## config.mk

```make
export PLATFORM = sky130hd
export DESIGN_NAME = guarded_packet_frame_receiver_unit
export DESIGN_NICKNAME = d
export VERILOG_FILES = /design/src/hdl/gpfr_pkg.sv /design/src/hdl/gpfr_parser.sv /design/src/hdl/guarded_packet_frame_receiver_unit.sv
export SDC_FILE = /design/constraint.sdc
export NUM_CORES = 1
export LEC_CHECK = 0
export ABC_AREA = 1
export BUFFER_PORTS_ARGS = -buffer_cell sky130_fd_sc_hd__buf_2
export CORE_MARGIN = 1.5
export CORE_UTILIZATION = 25
export CTS_CLUSTER_SIZE = 8
export DETAILED_ROUTE_END_ITERATION = 8
export PLACE_DENSITY = 0.45
export SYNTH_ARGS = -nofsm -noshare
export SYNTH_HDL_FRONTEND = slang
export SYNTH_SLANG_ARGS = --single-unit
```

## constraint.sdc

```tcl
create_clock -name clk -period 5.1 [get_ports clk]
set_input_delay 0.51 -clock clk [delete_from_list [all_inputs] [get_ports clk]]
set_output_delay 0.51 -clock clk [all_outputs]
set_load 0.005 [all_outputs]
```

## src/hdl/gpfr_pkg.sv

```systemverilog
// Shared types and constants for the guarded packet frame receiver.
package gpfr_pkg;

	typedef struct packed {
		logic       req_type;
		logic [7:0] rx_byte;
	} req_t;

	typedef struct packed {
		logic [1:0]  event_kind;
		logic [7:0]  command_code;
		logic [31:0] payload_length;
		logic [31:0] byte_offset;
		logic [7:0]  payload_byte;
		logic        last_of_packet;
	} rsp_t;

	localparam logic       REQ_BYTE = 1'b0;
	localparam logic       REQ_TICK = 1'b1;

	localparam logic [1:0] EVT_HEADER = 2'd0;
	localparam logic [1:0] EVT_DATA   = 2'd1;
	localparam logic [1:0] EVT_EMPTY  = 2'd2;

	localparam logic [3:0]  GUARD_BYTES  = 4'd4;
	localparam logic [3:0]  HEADER_BYTES = 4'd9;
	localparam logic [16:0] IDLE_MAX     = 17'h1FFFF;
	localparam logic [15:0] GAP_TIMEOUT_RST = 16'd100;

	function automatic logic [7:0] guard_byte(input logic [1:0] idx);
		logic [7:0] b;
		unique case (idx)
			2'd0: b = 8'h4D;
			2'd1: b = 8'h43;
			2'd2: b = 8'h48;
			default: b = 8'h50;
		endcase
		return b;
	endfunction

endpackage

```

## src/hdl/gpfr_parser.sv

```systemverilog
// Frame state and per-item decode: guard hunt, header gather, payload stream.
module gpfr_parser (
	input  logic               clk,
	input  logic               arst_n,
	input  logic               step,
	input  gpfr_pkg::req_t     item,
	input  logic [15:0]        gap_timeout,
	output logic               has_result,
	output gpfr_pkg::rsp_t     result
);

	logic        in_payload_q, in_payload_d;
	logic [3:0]  header_count_q, header_count_d;
	logic [31:0] length_q, length_d;
	logic [7:0]  command_q, command_d;
	logic [31:0] payload_count_q, payload_count_d;
	logic [16:0] idle_ticks_q, idle_ticks_d;
	logic        seen_q, seen_d;

	logic        timed_out;
	logic        in_pl;
	logic [3:0]  hc;
	logic [3:0]  hc_inc;
	logic [31:0] pc;
	logic [31:0] pc_inc;
	logic        last;

	always_comb begin
		timed_out = seen_q && (idle_ticks_q > {1'b0, gap_timeout});
		in_pl     = in_payload_q && !timed_out;
		hc        = timed_out ? 4'd0 : header_count_q;
		pc        = timed_out ? 32'd0 : payload_count_q;
		hc_inc    = hc + 4'd1;
		pc_inc    = pc + 32'd1;
		last      = (pc_inc == length_q);

		in_payload_d    = in_payload_q;
		header_count_d  = header_count_q;
		length_d        = length_q;
		command_d       = command_q;
		payload_count_d = payload_count_q;
		idle_ticks_d    = idle_ticks_q;
		seen_d          = seen_q;
		has_result      = 1'b0;
		result          = '0;

		if (item.req_type == gpfr_pkg::REQ_TICK) begin
			if (idle_ticks_q != gpfr_pkg::IDLE_MAX) begin
				idle_ticks_d = idle_ticks_q + 17'd1;
			end
		end else begin
			in_payload_d    = in_pl;
			header_count_d  = hc;
			payload_count_d = pc;
			idle_ticks_d    = '0;
			seen_d          = 1'b1;
			if (!in_pl) begin
				if (hc_inc <= gpfr_pkg::GUARD_BYTES) begin
					// restart the hunt on a mismatch; the failing byte is not retried
					header_count_d = (item.rx_byte == gpfr_pkg::guard_byte(hc[1:0]))
						? hc_inc : 4'd0;
				end else if (hc_inc < gpfr_pkg::HEADER_BYTES) begin
					// little-endian: shift each byte in from the top
					length_d       = {item.rx_byte, length_q[31:8]};
					header_count_d = hc_inc;
				end else begin
					command_d              = item.rx_byte;
					header_count_d         = '0;
					payload_count_d        = '0;
					in_payload_d           = 1'b1;
					has_result             = 1'b1;
					result.event_kind      = gpfr_pkg::EVT_HEADER;
					result.command_code    = item.rx_byte;
					result.payload_length  = length_q;
				end
			end else if (length_q == 32'd0) begin
				// empty packet: drop this byte and close the frame
				in_payload_d          = 1'b0;
				payload_count_d       = '0;
				has_result            = 1'b1;
				result.event_kind     = gpfr_pkg::EVT_EMPTY;
				result.command_code   = command_q;
				result.last_of_packet = 1'b1;
			end else begin
				payload_count_d       = last ? 32'd0 : pc_inc;
				in_payload_d          = !last;
				has_result            = 1'b1;
				result.event_kind     = gpfr_pkg::EVT_DATA;
				result.command_code   = command_q;
				result.payload_length = length_q;
				result.byte_offset    = pc;
				result.payload_byte   = item.rx_byte;
				result.last_of_packet = last;
			end
		end
	end

	always_ff @(posedge clk or negedge arst_n) begin
		if (!arst_n) begin
			in_payload_q    <= 1'b0;
			header_count_q  <= '0;
			length_q        <= '0;
			command_q       <= '0;
			payload_count_q <= '0;
			idle_ticks_q    <= '0;
			seen_q          <= 1'b0;
		end else if (step) begin
			in_payload_q    <= in_payload_d;
			header_count_q  <= header_count_d;
			length_q        <= length_d;
			command_q       <= command_d;
			payload_count_q <= payload_count_d;
			idle_ticks_q    <= idle_ticks_d;
			seen_q          <= seen_d;
		end
	end

endmodule

```

## src/hdl/guarded_packet_frame_receiver_unit.sv

```systemverilog
// Top level of the guarded packet frame receiver: input register, parser, result register.
// Each item is a received byte or one time tick. The block hunts for the guard bytes
// 4D 43 48 50, gathers a 32-bit little-endian payload length and a command byte,
// reports the header, then streams every payload byte with its offset and marks the
// last; a zero-length packet is closed by the next byte, which is dropped. A byte
// arriving after more than cfg_data ticks of silence discards any partial frame.
// Items pass through one input register and one result register, and one item is
// accepted every cycle unless the staged item has a result and the result register is
// full and stalled. cfg_data is taken at any cycle (cfg_ready is always high) and must
// only be written while no item is in flight.
module guarded_packet_frame_receiver_unit (
	input  logic            clk,
	input  logic            arst_n,
	input  logic            req_valid,
	output logic            req_stall,
	input  gpfr_pkg::req_t  req,
	output logic            rsp_valid,
	input  logic            rsp_stall,
	output gpfr_pkg::rsp_t  rsp,
	input  logic            cfg_valid,
	output logic            cfg_ready,
	input  logic [15:0]     cfg_data
);

	logic           valid_s1;
	gpfr_pkg::req_t item_s1;
	logic           rsp_valid_q;
	gpfr_pkg::rsp_t rsp_q;
	logic [15:0]    gap_timeout_q;
	logic           has_result;
	gpfr_pkg::rsp_t result;
	logic           advance;

	assign cfg_ready = 1'b1;

	always_ff @(posedge clk or negedge arst_n) begin
		if (!arst_n) begin
			gap_timeout_q <= gpfr_pkg::GAP_TIMEOUT_RST;
		end else if (cfg_valid && cfg_ready) begin
			gap_timeout_q <= cfg_data;
		end
	end

	// hold the stage only when it has a result and the result register cannot take it
	assign advance   = valid_s1 && (!has_result || !rsp_valid_q || !rsp_stall);
	assign req_stall = valid_s1 && !advance;

	always_ff @(posedge clk or negedge arst_n) begin
		if (!arst_n) begin
			valid_s1 <= 1'b0;
		end else if (!req_stall) begin
			valid_s1 <= req_valid;
		end
	end

	always_ff @(posedge clk) begin
		if (req_valid && !req_stall) begin
			item_s1 <= req;
		end
	end

	gpfr_parser u_parser (
		.clk         (clk),
		.arst_n      (arst_n),
		.step        (advance),
		.item        (item_s1),
		.gap_timeout (gap_timeout_q),
		.has_result  (has_result),
		.result      (result)
	);

	always_ff @(posedge clk or negedge arst_n) begin
		if (!arst_n) begin
			rsp_valid_q <= 1'b0;
		end else if (advance && has_result) begin
			rsp_valid_q <= 1'b1;
		end else if (!rsp_stall) begin
			rsp_valid_q <= 1'b0;
		end
	end

	always_ff @(posedge clk) begin
		if (advance && has_result) begin
			rsp_q <= result;
		end
	end

	assign rsp_valid = rsp_valid_q;
	assign rsp       = rsp_q;

`ifndef NO_ASSERTIONS
	a_stall_needs_item: assert property (@(posedge clk) disable iff (!arst_n)
		req_stall |-> valid_s1)
		else $error("input stalled with an empty stage");

	a_result_lands: assert property (@(posedge clk) disable iff (!arst_n)
		(advance && has_result) |=> (rsp_valid && rsp == $past(result)))
		else $error("result transfer lost");

	a_no_overwrite: assert property (@(posedge clk) disable iff (!arst_n)
		(rsp_valid && rsp_stall) |-> !(advance && has_result))
		else $error("stalled result overwritten");

	a_empty_closes: assert property (@(posedge clk) disable iff (!arst_n)
		(rsp_valid && rsp.event_kind == gpfr_pkg::EVT_EMPTY) |->
		(rsp.last_of_packet && rsp.payload_length == 32'd0))
		else $error("empty packet event malformed");
`endif

endmodule
```

## Yosys cells after proc, flatten, opt, wreduce, memory -nomap -nowiden

Index checks and enable logic that the tools add are counted.

- Add/sub/neg operators: 3
- $lt $le $gt $ge: 3
- Equal/unequal tests: 7
- Multiplexer cells: 31
- Bitwise operators: 4
- Reductions and logical operators: 23

Operator list:

| cell | count |
|---|---|
| $mux W32 | 6 |
| $mux W42 | 2 |
| $mux W72 | 1 |
| $mux W40 | 1 |
| $mux W17 | 2 |
| $add A32 B1 Y32 const B | 1 |
| $eq A32 B32 Y1 | 1 |
| $logic_not A32 Y1 | 1 |
| $mux W8 | 3 |
| $mux W4 | 5 |
| $add A17 B1 Y17 const B | 1 |
| $gt A17 B16 Y1 | 1 |
| $ne A17 B17 Y1 const B | 1 |
| $pmux W5 S3 | 1 |
| $mux W10 | 1 |
| $reduce_and A5 Y1 | 2 |
| $mux W1 | 9 |
| $eq A8 B8 Y1 | 1 |
| $logic_not A1 Y1 | 7 |
| $logic_and A1 B1 Y1 | 6 |
| $add A4 B1 Y4 const B | 1 |
| $le A4 B3 Y1 const B | 1 |
| $lt A4 B4 Y1 const B | 1 |
| $ne A2 B1 Y1 const B | 2 |
| 8 further kinds | 13 |

- Register bits: 205
- Input bits: 30
- Logic and storage cells: 89

## Depth between registers and ports, before layout

Gate-level depths: netlist (run 1).

- Depth after elaboration: 17
- Mapped depth: 33
- Mapped depth without buffers: 30

## Hierarchy

Synthesis (run 1) repeated with hierarchy kept, for this count alone.

- Cell total of the unflattened synthesis: 1334
- Area, all modules: 10968.0 um2

By module, submodules not included:

| module | instances | cells each | area an instance (um2) | sequential area each (um2) |
|---|---|---|---|---|
| gpfr_parser | 1 | 1159 | 7442.1 | 2377.3 |
| guarded_packet_frame_receiver_unit | 1 | 175 | 3525.9 | 3216.8 |

## Worst setup path before layout (run 1)

OpenSTA, ideal clock, no wires.

- Path type: reg-to-reg
- Start: register gap_timeout_q[6]
- End: register rsp_q (netlist bit rsp[0]) (enable)
- Arrival time: 4.347 ns
- Slack: 0.316 ns
- Stages on the path, launching flop included: 24
- Clock period less this slack: 4.784 ns
- Cell sequence: dfstp_2 > inv_1 > ha_1 > a21oi_1 > nor2_1 > nor2_1 > nand2_1 > nand2_1 > nand2_2 > nand2_8 > inv_4 > buf_4 > nor2_1 > ha_1 > nand2_1 > nand2_2 > nand2_2 > inv_2 > nor2_2 > nand3_2 > nand2_4 > inv_1 > nand2_1 > inv_1

- Longest elaborated chain between the ends: 14

Ends and longest elaborated chain:

| item | line | text |
|---|---|---|
| start, declared | guarded_packet_frame_receiver_unit.sv:29 | `logic [15:0] gap_timeout_q;` |
| start signal, assigned | guarded_packet_frame_receiver_unit.sv:38 | `gap_timeout_q <= gpfr_pkg::GAP_TIMEOUT_RST;` |
| start signal, assigned | guarded_packet_frame_receiver_unit.sv:40 | `gap_timeout_q <= cfg_data;` |
| $gt A17 B16 Y1 * | gpfr_parser.sv:29 | `timed_out = seen_q && (idle_ticks_q > {1'b0, gap_timeout});` |
| $logic_and A1 B1 Y1 * | gpfr_parser.sv:29 |  |
| $mux W4 | gpfr_parser.sv:31 | `hc = timed_out ? 4'd0 : header_count_q;` |
| $add A4 B1 Y4 | gpfr_parser.sv:33 | `hc_inc = hc + 4'd1;` |
| $lt A4 B4 Y1 | gpfr_parser.sv:62 | `end else if (hc_inc < gpfr_pkg::HEADER_BYTES) begin` |
| $mux W1 | gpfr_parser.sv:62 |  |
| $mux W1 | gpfr_parser.sv:58 | `if (hc_inc <= gpfr_pkg::GUARD_BYTES) begin` |
| $mux W1 * | gpfr_parser.sv:57 | `if (!in_pl) begin` |
| $mux W1 * | gpfr_parser.sv:47 | `if (item.req_type == gpfr_pkg::REQ_TICK) begin` |
| $logic_not A1 Y1 | guarded_packet_frame_receiver_unit.sv:45 | `assign advance = valid_s1 && (!has_result \|\| !rsp_valid_q \|\| !rsp_stall);` |
| $logic_or A1 B1 Y1 (2 in a row) | guarded_packet_frame_receiver_unit.sv:45 |  |
| $logic_and A1 B1 Y1 | guarded_packet_frame_receiver_unit.sv:45 |  |
| $logic_and A1 B1 Y1 * | guarded_packet_frame_receiver_unit.sv:83 | `if (advance && has_result) begin` |
| end signal, assigned | guarded_packet_frame_receiver_unit.sv:84 | `rsp_q <= result;` |
| end, declared | guarded_packet_frame_receiver_unit.sv:28 | `gpfr_pkg::rsp_t rsp_q;` |

Every way passes the cells marked *; elsewhere a longest branch is shown, timed or not.
A chain may end at the register's enable or synchronous reset.

## Worst setup path after layout (run 1)

- Start: register u_parser.idle_ticks_q[15]
- End: register u_parser.payload_count_q[2]

RTL lines:

| item | line | text |
|---|---|---|
| start, declared | gpfr_parser.sv:17 | `logic [16:0] idle_ticks_q, idle_ticks_d;` |
| start signal, assigned | gpfr_parser.sv:113 | `idle_ticks_q <= idle_ticks_d;` |
| $gt A17 B16 Y1 * | gpfr_parser.sv:29 |  |
| $logic_and A1 B1 Y1 * | gpfr_parser.sv:29 |  |
| $mux W32 * | gpfr_parser.sv:32 | `pc = timed_out ? 32'd0 : payload_count_q;` |
| via u_parser.pc[0] | gpfr_parser.sv:24 | `logic [31:0] pc;` |
| $add A32 B1 Y32 * | gpfr_parser.sv:34 | `pc_inc = pc + 32'd1;` |
| $eq A32 B32 Y1 | gpfr_parser.sv:35 | `last = (pc_inc == length_q);` |
| $mux W32 * | gpfr_parser.sv:85 | `payload_count_d = last ? 32'd0 : pc_inc;` |
| $mux W32 * | gpfr_parser.sv:76 | `end else if (length_q == 32'd0) begin` |
| $mux W32 * | gpfr_parser.sv:57 |  |
| end signal, assigned | gpfr_parser.sv:112 | `payload_count_q <= payload_count_d;` |
| end, declared | gpfr_parser.sv:16 | `logic [31:0] payload_count_q, payload_count_d;` |

Mark *: on every way through the listed nets, which the timed path passes. The rest lies on a longest branch.

==> results of run 1 <==
==> flip-flops by register name, indices dropped and copies added, names as in the netlist, 4 cells and up <==
register	cells
gap_timeout_q	16
rsp	83
u_parser.command_q	8
u_parser.idle_ticks_q	17
u_parser.header_count_q	4
item_s1	9
u_parser.payload_count_q	32
u_parser.length_q	32
==> layer usage <==
| metal | vias up | wire length, um | global-route usage [%] | share of wire, % |
|---|---|---|---|---|
| met5 | - | 0 | 0 | 0 |
| met4 | 0 | 718 | 4.13 | 2.0 |
| met3 | 46 | 1630 | 1.99 | 4.4 |
| met2 | 244 | 16500 | 25.1 | 45 |
| met1 | 4623 | 17900 | 22.3 | 49 |
| li1 | 4761 | - | - | - |
==> placed cells by master, fill, tap and decap left out, drive strengths merged, types with 23 or more instances in the layout <==
| cell | n |
|---|---|
| nand2 | 316 |
| clkbuf | 55 |
| nor2 | 190 |
| inv | 196 |
| ha | 23 |
| buf | 134 |
| a21oi | 61 |
| nand4 | 44 |
| dfrtp | 110 |
| edfxtp | 92 |
| nand3 | 113 |
| o21ai | 81 |
==> final timing paths <==
kind | slack, ns | from | cells past startpoint | end
max | 0.73 | u_parser.idle_ticks_q[15]$_DFFE_PN0P_ | 28 | u_parser.payload_count_q[2]$_DFFE_PN0P_
min | 0.01 | arst_n | 1 | gap_timeout_q[15]$_DFFE_PN0P_
max reg2reg | 0.73 | u_parser.idle_ticks_q[15]$_DFFE_PN0P_ | 28 | u_parser.payload_count_q[2]$_DFFE_PN0P_
min reg2reg | 0.46 | u_parser.seen_q$_DFFE_PN0P_ | 2 | u_parser.seen_q$_DFFE_PN0P_
max in group asynchronous | 3.99 | arst_n | 2 | u_parser.length_q[13]$_DFFE_PN0P_
min in group clk | 0.13 | req[8] | 1 | item_s1[8]$_DFFE_PP_
==> final cells by class <==
class                           count  area, um^2  share of cell area (%)
Clock buffer                       55         886                    6.61
Tap cell                          592         741                    5.53
Multi-Input combinational cell    922        4650                    34.7
Sequential cell                   205        5590                    41.7
Clock inverter                      1        5.00                  0.0373
Timing Repair Buffer              134         773                    5.77
Inverter                          201         758                    5.66
==> worst max-delay path: cells and delay by family, from the launching register on <==
family	cells	cell delay (ns)
DFF	1	0.41
and+or+nand+nor	22	2.82
AOI/OAI and AO/OA	1	0.10
adders and majority gates	2	0.51
buffers and inverters	3	0.42
==> stage by stage <==
step / power, mW / hold WS (ns) / utilization (%)
floorplan: 4.26 / 0.214 / -
global placement: 5.21 / 0.452 / 28.2
detailed placement: 5.21 / 0.447 / 28.2
CTS: 7.18 / 0.0236 / 30.2
global route: 7.63 / 0.0699 / 30.2
finish: 7.12 / 0.0109 / 30.2
==> power by group <==
group | internal (mW) | leakage (nW) | switching, mW
Combinational | 0.874 | 3.47 | 1.79
Clock | 1.15 | 0.426 | 0.762
Sequential | 2.19 | 2.31 | 0.345
Total | 4.21 | 6.20 | 2.90
==> logic make-up after synthesis <==
logic type	after synthesis
and+or+nand+nor	706
other	1
DFF	205
adders and majority gates	23
xor gates and xnor gates	13
AOI/OAI and AO/OA	178
muxes	1
buffers and inverters	250
==> flow_summary.toml, run 1 <==
[cells_and_area]
fin_area_um2 = 13400
area_growth_syn_to_layout_pct = 18.9
layout.nets = 1547
nFillCells = 4799
num_antenna_cells = 0
drive_above_1_share_pct = 16.5
instances_no_fill = 2110

[yosys]
yosysWarnings = 0
seq_area_frac_synth_pct = 49.6
yosys-top-cells-count = "nand2_1, inv_1, nor2_1"
yosys.area_share.simple_pct = 28.5
netlist_instances = 1377
synth_top_family_by_area = "simple AND/OR/NAND/NOR gates"
synth_nets = 1430
synth_mux_area_share_pct = 0.0999
synthArstFlopShare_pct = 55.1
synth_top_cell_area_share_pct = 24.5
synth-edff-count = 92
ys_seq_elements = 205
syn_area_um2 = 11300
synth_most_common_cell = "nand2_1"
yosys.area.top_type = "edfxtp_1"
synthXorXnorAreaFrac_pct = 1.25
synth_top_flop_cell = "dfrtp_1"
synth-compound-area-share_pct = 8.74
synth_area_leaders = "edfxtp_1, dfrtp_1, nand2_1"
synthAdderAreaFrac_pct = 2.55
avgSynthCellArea_um2 = 8.19
ys_types = 47

[global_route]
grtUsageTotal_pct = 15.7
antenna_found_initial = 0
grt-ovfl-total = 0
grt_pass1_vias = 9433
grt_pass1_wl_um = 56600
grt_start_max_net_pins = 84

[clock_tree]
worstSkewPairLatency_ns = 0.56
post_cts_resized = 0
cts_root_buf = "clkbuf_16"
cts_tree = "yes"
cts-buffers-inserted = 30
cts.sinks = 205
path_clk_slew_ns = 0.06
cts_hold_buf = 0
cts_setup_buffers = 0
clockBufferDepth = 3
htree_levels = 1

[route]
vias_per_cell = 4.58
drt_iter0_drc = 712
post-route-drc-count = 0
vias = 9674
drt_pass1_iterations = 5
routedWlPerCell_um = 17.4
wl_um = 36700
ant_nets = 0

[floorplanning]
coreArea_um2 = 44300
initial_core_util_pct = 25.4
die_y_um = 215
die_x_um = 215
num_rows = 77
io_pins = 116
dieArea_um2 = 46400

[setup_path]
end_kind = "register"
critPathKind = "reg2reg"
cp.required_ns = 5.54
slowest_delay_ns = 0.41
worst_path_most_repeated_cell = "nand2_1"
cp-start-kind = "register"
cp_slowest_cell = "dfrtp_1"
critPathMaxFanout = 29
crit_arrival_ns = 4.81

[timing]
fin_crit_ns = 4.37
fmax_mhz = 229
hold_viol = 0
rsz0062_at_grt = "false"
setup_viol = 0
fin_skew_ns = 0.0134
setup_tns_ns = 0
post-route-period-util_pct = 85.6
finalMaxSlewViolations = 0
worst_pin_slew_ns = 0.752
maxSlewHeadroom_pct = 49.8
fin_ws_ns = 0.732

[outcome]
outcome = "finished, final reports clean"

[placement]
dp_hpwl_um = 26200
port_buffers = 114
place.gp.congestion = 0.923
place_ws_ns = 0.735
dpl.cell_count = 2054
place_area_um2 = 12500

[job]
cap_violations = 0

[pwr]
p_leak_nw = 6.20
worst_ir_drop_vdd_v = 0.000224
p_per_area_nw_per_um2 = 531

[min_path]
hold_class = "in2async"
(Power assumes the default switching activity.)
==> run 2: changes to the inputs <==
ABC_AREA = not set   (was 1)
==> run 2 against run 1 <==
Global-route usage decreased by 1.0 points. First-iteration DRC count decreased by 7.6%. Critical path type unchanged. Highest routed layer unchanged. Flip-flop and latch count unchanged. Clock skew increased by 0.021 ns. Design area decreased by 4.8%. Largest power group is now clock. Via count decreased by 16%. Area after synthesis decreased by 6.1%. Sequential power decreased by 29%. Critical path depth decreased by 10. Fmax decreased by 9.5%. Non-clock buffer count increased by 5. Sequential share of layout area increased by 2.1 points.
==> flow_summary.toml, run 2 <==
[outcome]
outcome = "finished, final reports clean"

[clock_tree]
path_clk_slew_ns = 0.05
htree_levels = 1
cts-buffers-inserted = 30
clockBufferDepth = 3
worstSkewPairLatency_ns = 0.57
cts_tree = "yes"
cts.sinks = 205
cts_root_buf = "clkbuf_16"

[global_route]
grt-ovfl-total = 0
grt_pass1_wl_um = 49600
grtUsageTotal_pct = 14.7
antenna_found_initial = 0
grt_pass1_vias = 7844
grt_start_max_net_pins = 62

[setup_path]
end_kind = "register"
crit_arrival_ns = 5.29
cp_cell_sequence = "ha_1, nand4_1, or4_1, o21a_1, o21ai_2, and2_1, ha_2, nand3_2, or4_1, a21oi_1, a21oi_1, o211ai_1, o21ba_2, o2111a_1, nand4_1, buf_4, nand2_1, o21ai_0"
crit_family = "simple AND/OR/NAND/NOR gates"
critPathMaxFanout = 16
critPathKind = "reg2reg"
reg2reg_depth = 18
path_buf_inv = 1
cp-start-kind = "register"
rrSetupSlack_ns = 0.27
cp_slowest_cell = "or4_1"
cp.depth = 18
slowest_delay_ns = 0.58
cp.required_ns = 5.56

[floorplanning]
die_x_um = 209
dieArea_um2 = 43600
initial_core_util_pct = 25.3
die_y_um = 209
io_pins = 116
coreArea_um2 = 41900
num_rows = 75

[timing]
worst_pin_slew_ns = 0.803
setup_viol = 0
fin_crit_ns = 4.83
setup_tns_ns = 0
hold_viol = 0
fin_skew_ns = 0.0345
post-route-period-util_pct = 94.6
maxSlewHeadroom_pct = 46.4
fin_ws_ns = 0.274
finalMaxSlewViolations = 0
rsz0062_at_grt = "true"
fmax_mhz = 207
hold_ws_ns = 0.126

[pwr]
worst_ir_drop_vdd_v = 0.000243
p_leak_nw = 5.03
power.total_mw = 3.83
p_per_area_nw_per_um2 = 300

[yosys]
synth_top_cell_area_share_pct = 26.1
synth_top_family_by_area = "simple AND/OR/NAND/NOR gates"
synth-edff-count = 92
synth_nets = 1057
seq_area_frac_synth_pct = 52.8
synth_most_common_cell = "dfrtp_1"
synth_area_leaders = "edfxtp_1, dfrtp_1, and2_1"
syn_area_um2 = 10600
netlist_instances = 1004
synth_mux_area_share_pct = 4.93
yosys.area.top_type = "edfxtp_1"
synth-compound-area-share_pct = 11.1
ys_types = 75
synthAdderAreaFrac_pct = 2.72
ys_seq_elements = 205
synth_top_flop_cell = "dfrtp_1"
synthXorXnorAreaFrac_pct = 3.86
yosys.area_share.simple_pct = 20.8
synthArstFlopShare_pct = 55.1
avgSynthCellArea_um2 = 10.5
yosysWarnings = 0
yosys-top-cells-count = "dfrtp_1, edfxtp_1, nand2_1"

[placement]
place_area_um2 = 11900
place_ws_ns = 0.0258
dpl.cell_count = 1620
port_buffers = 114
place.gp.congestion = 0.885
dp_hpwl_um = 22900

[cells_and_area]
largest_reg_flops = 83
instances_no_fill = 1675
drive_above_1_share_pct = 19.8
fin_area_um2 = 12800
area_growth_syn_to_layout_pct = 20.4
fin_util_pct = 30.5
layout.nets = 1166
final_cell_mix = "buf_2, dfrtp_1, edfxtp_1, nand2_1, and2_1"
num_antenna_cells = 0
final_common_cell = "buf_2"

[route]
routedWlPerCell_um = 19.1
wl_um = 32000
ant_nets = 0
vias_per_cell = 4.84
drt_iter0_drc = 658
post-route-drc-count = 0
drt_pass1_iterations = 5
vias = 8102

[job]
cap_violations = 0

[min_path]
hold_class = "in2async"
[run 2: cell types whose count changed after synthesis, sizes merged, moves of 13 or more]
cell    before  now
clkbuf      20   38
and2         0   78
mux2         1   41
or3          0   13
o21ai       81   55
inv        197   33
nor3        10   24
a21oi       61   31
xnor2        2   28
nand4       44   24
nor2       190   65
or2         21    4
nand3      113   43
nand2      316   92
[run 2: cells by family (layout without fill, tap and decap cells)]
logic type | Yosys count | count (layout)
compound gates | 176 | 176
buf+inv | 95 | 227
simple gates | 412 | 412
fa+ha+maj | 23 | 23
mux | 47 | 47
flops | 205 | 205
other cells | 1 | 1
xor+xnor | 45 | 45
[run 2: area by class of cell]
class                           instances  area [um^2]
Multi-Input combinational cell        704         4730
Clock buffer                           52          833
Timing Repair Buffer                  139          777
Sequential cell                       205         5590
Clock inverter                          3         26.3
Inverter                               33          124
Tap cell                              539          674
Fill cell                            4359        29100
[run 2: worst paths after layout]
path                                                            start                                       end
worst min register to register           gap_timeout_q[5]$_DFFE_PN1P_              gap_timeout_q[5]$_DFFE_PN1P_
worst max-delay path            u_parser.idle_ticks_q[12]$_DFFE_PN0P_  u_parser.payload_count_q[10]$_DFFE_PN0P_
max in group asynchronous                                      arst_n      u_parser.idle_ticks_q[9]$_DFFE_PN0P_
worst max register to register  u_parser.idle_ticks_q[12]$_DFFE_PN0P_  u_parser.payload_count_q[10]$_DFFE_PN0P_
worst min-delay path                                           arst_n                     rsp_valid$_DFFE_PN0P_
min in group clk                                               req[0]                      item_s1[0]$_DFFE_PP_
[run 2: worst reg2reg max path, delay by kind of cell, from the launching register on]
| family | cells | cell delay (ns) |
|---|---|---|
| AOI/OAI and AO/OA | 8 | 1.54 |
| and+or+nand+nor | 7 | 1.91 |
| buffers and inverters | 1 | 0.25 |
| DFF | 1 | 0.42 |
| adders and majority gates | 2 | 0.62 |
[run 2: power breakdown]
part	internal [mW]	total [mW]	leakage [nW]	switching, mW
Clock	1.09	1.83	0.410	0.734
Combinational	0.0803	0.199	2.30	0.119
Sequential	1.75	1.80	2.32	0.0481
[run 2: what timing repair did]
action	4_1_cts	5_1_grt
setup endpoints to repair	0	35
resized for setup	0	7
hold endpoints to repair	0	0
hold buffers	0	0
buffers inserted	0	0
[run 2: metal layers]
| metal | global-route usage, % | wire [um] |
|---|---|---|
| met1 | 20.5 | 14700 |
| met2 | 23.5 | 15000 |
| met3 | 2.72 | 1640 |
| met4 | 3.47 | 721 |
| met5 | 0 | 0 |
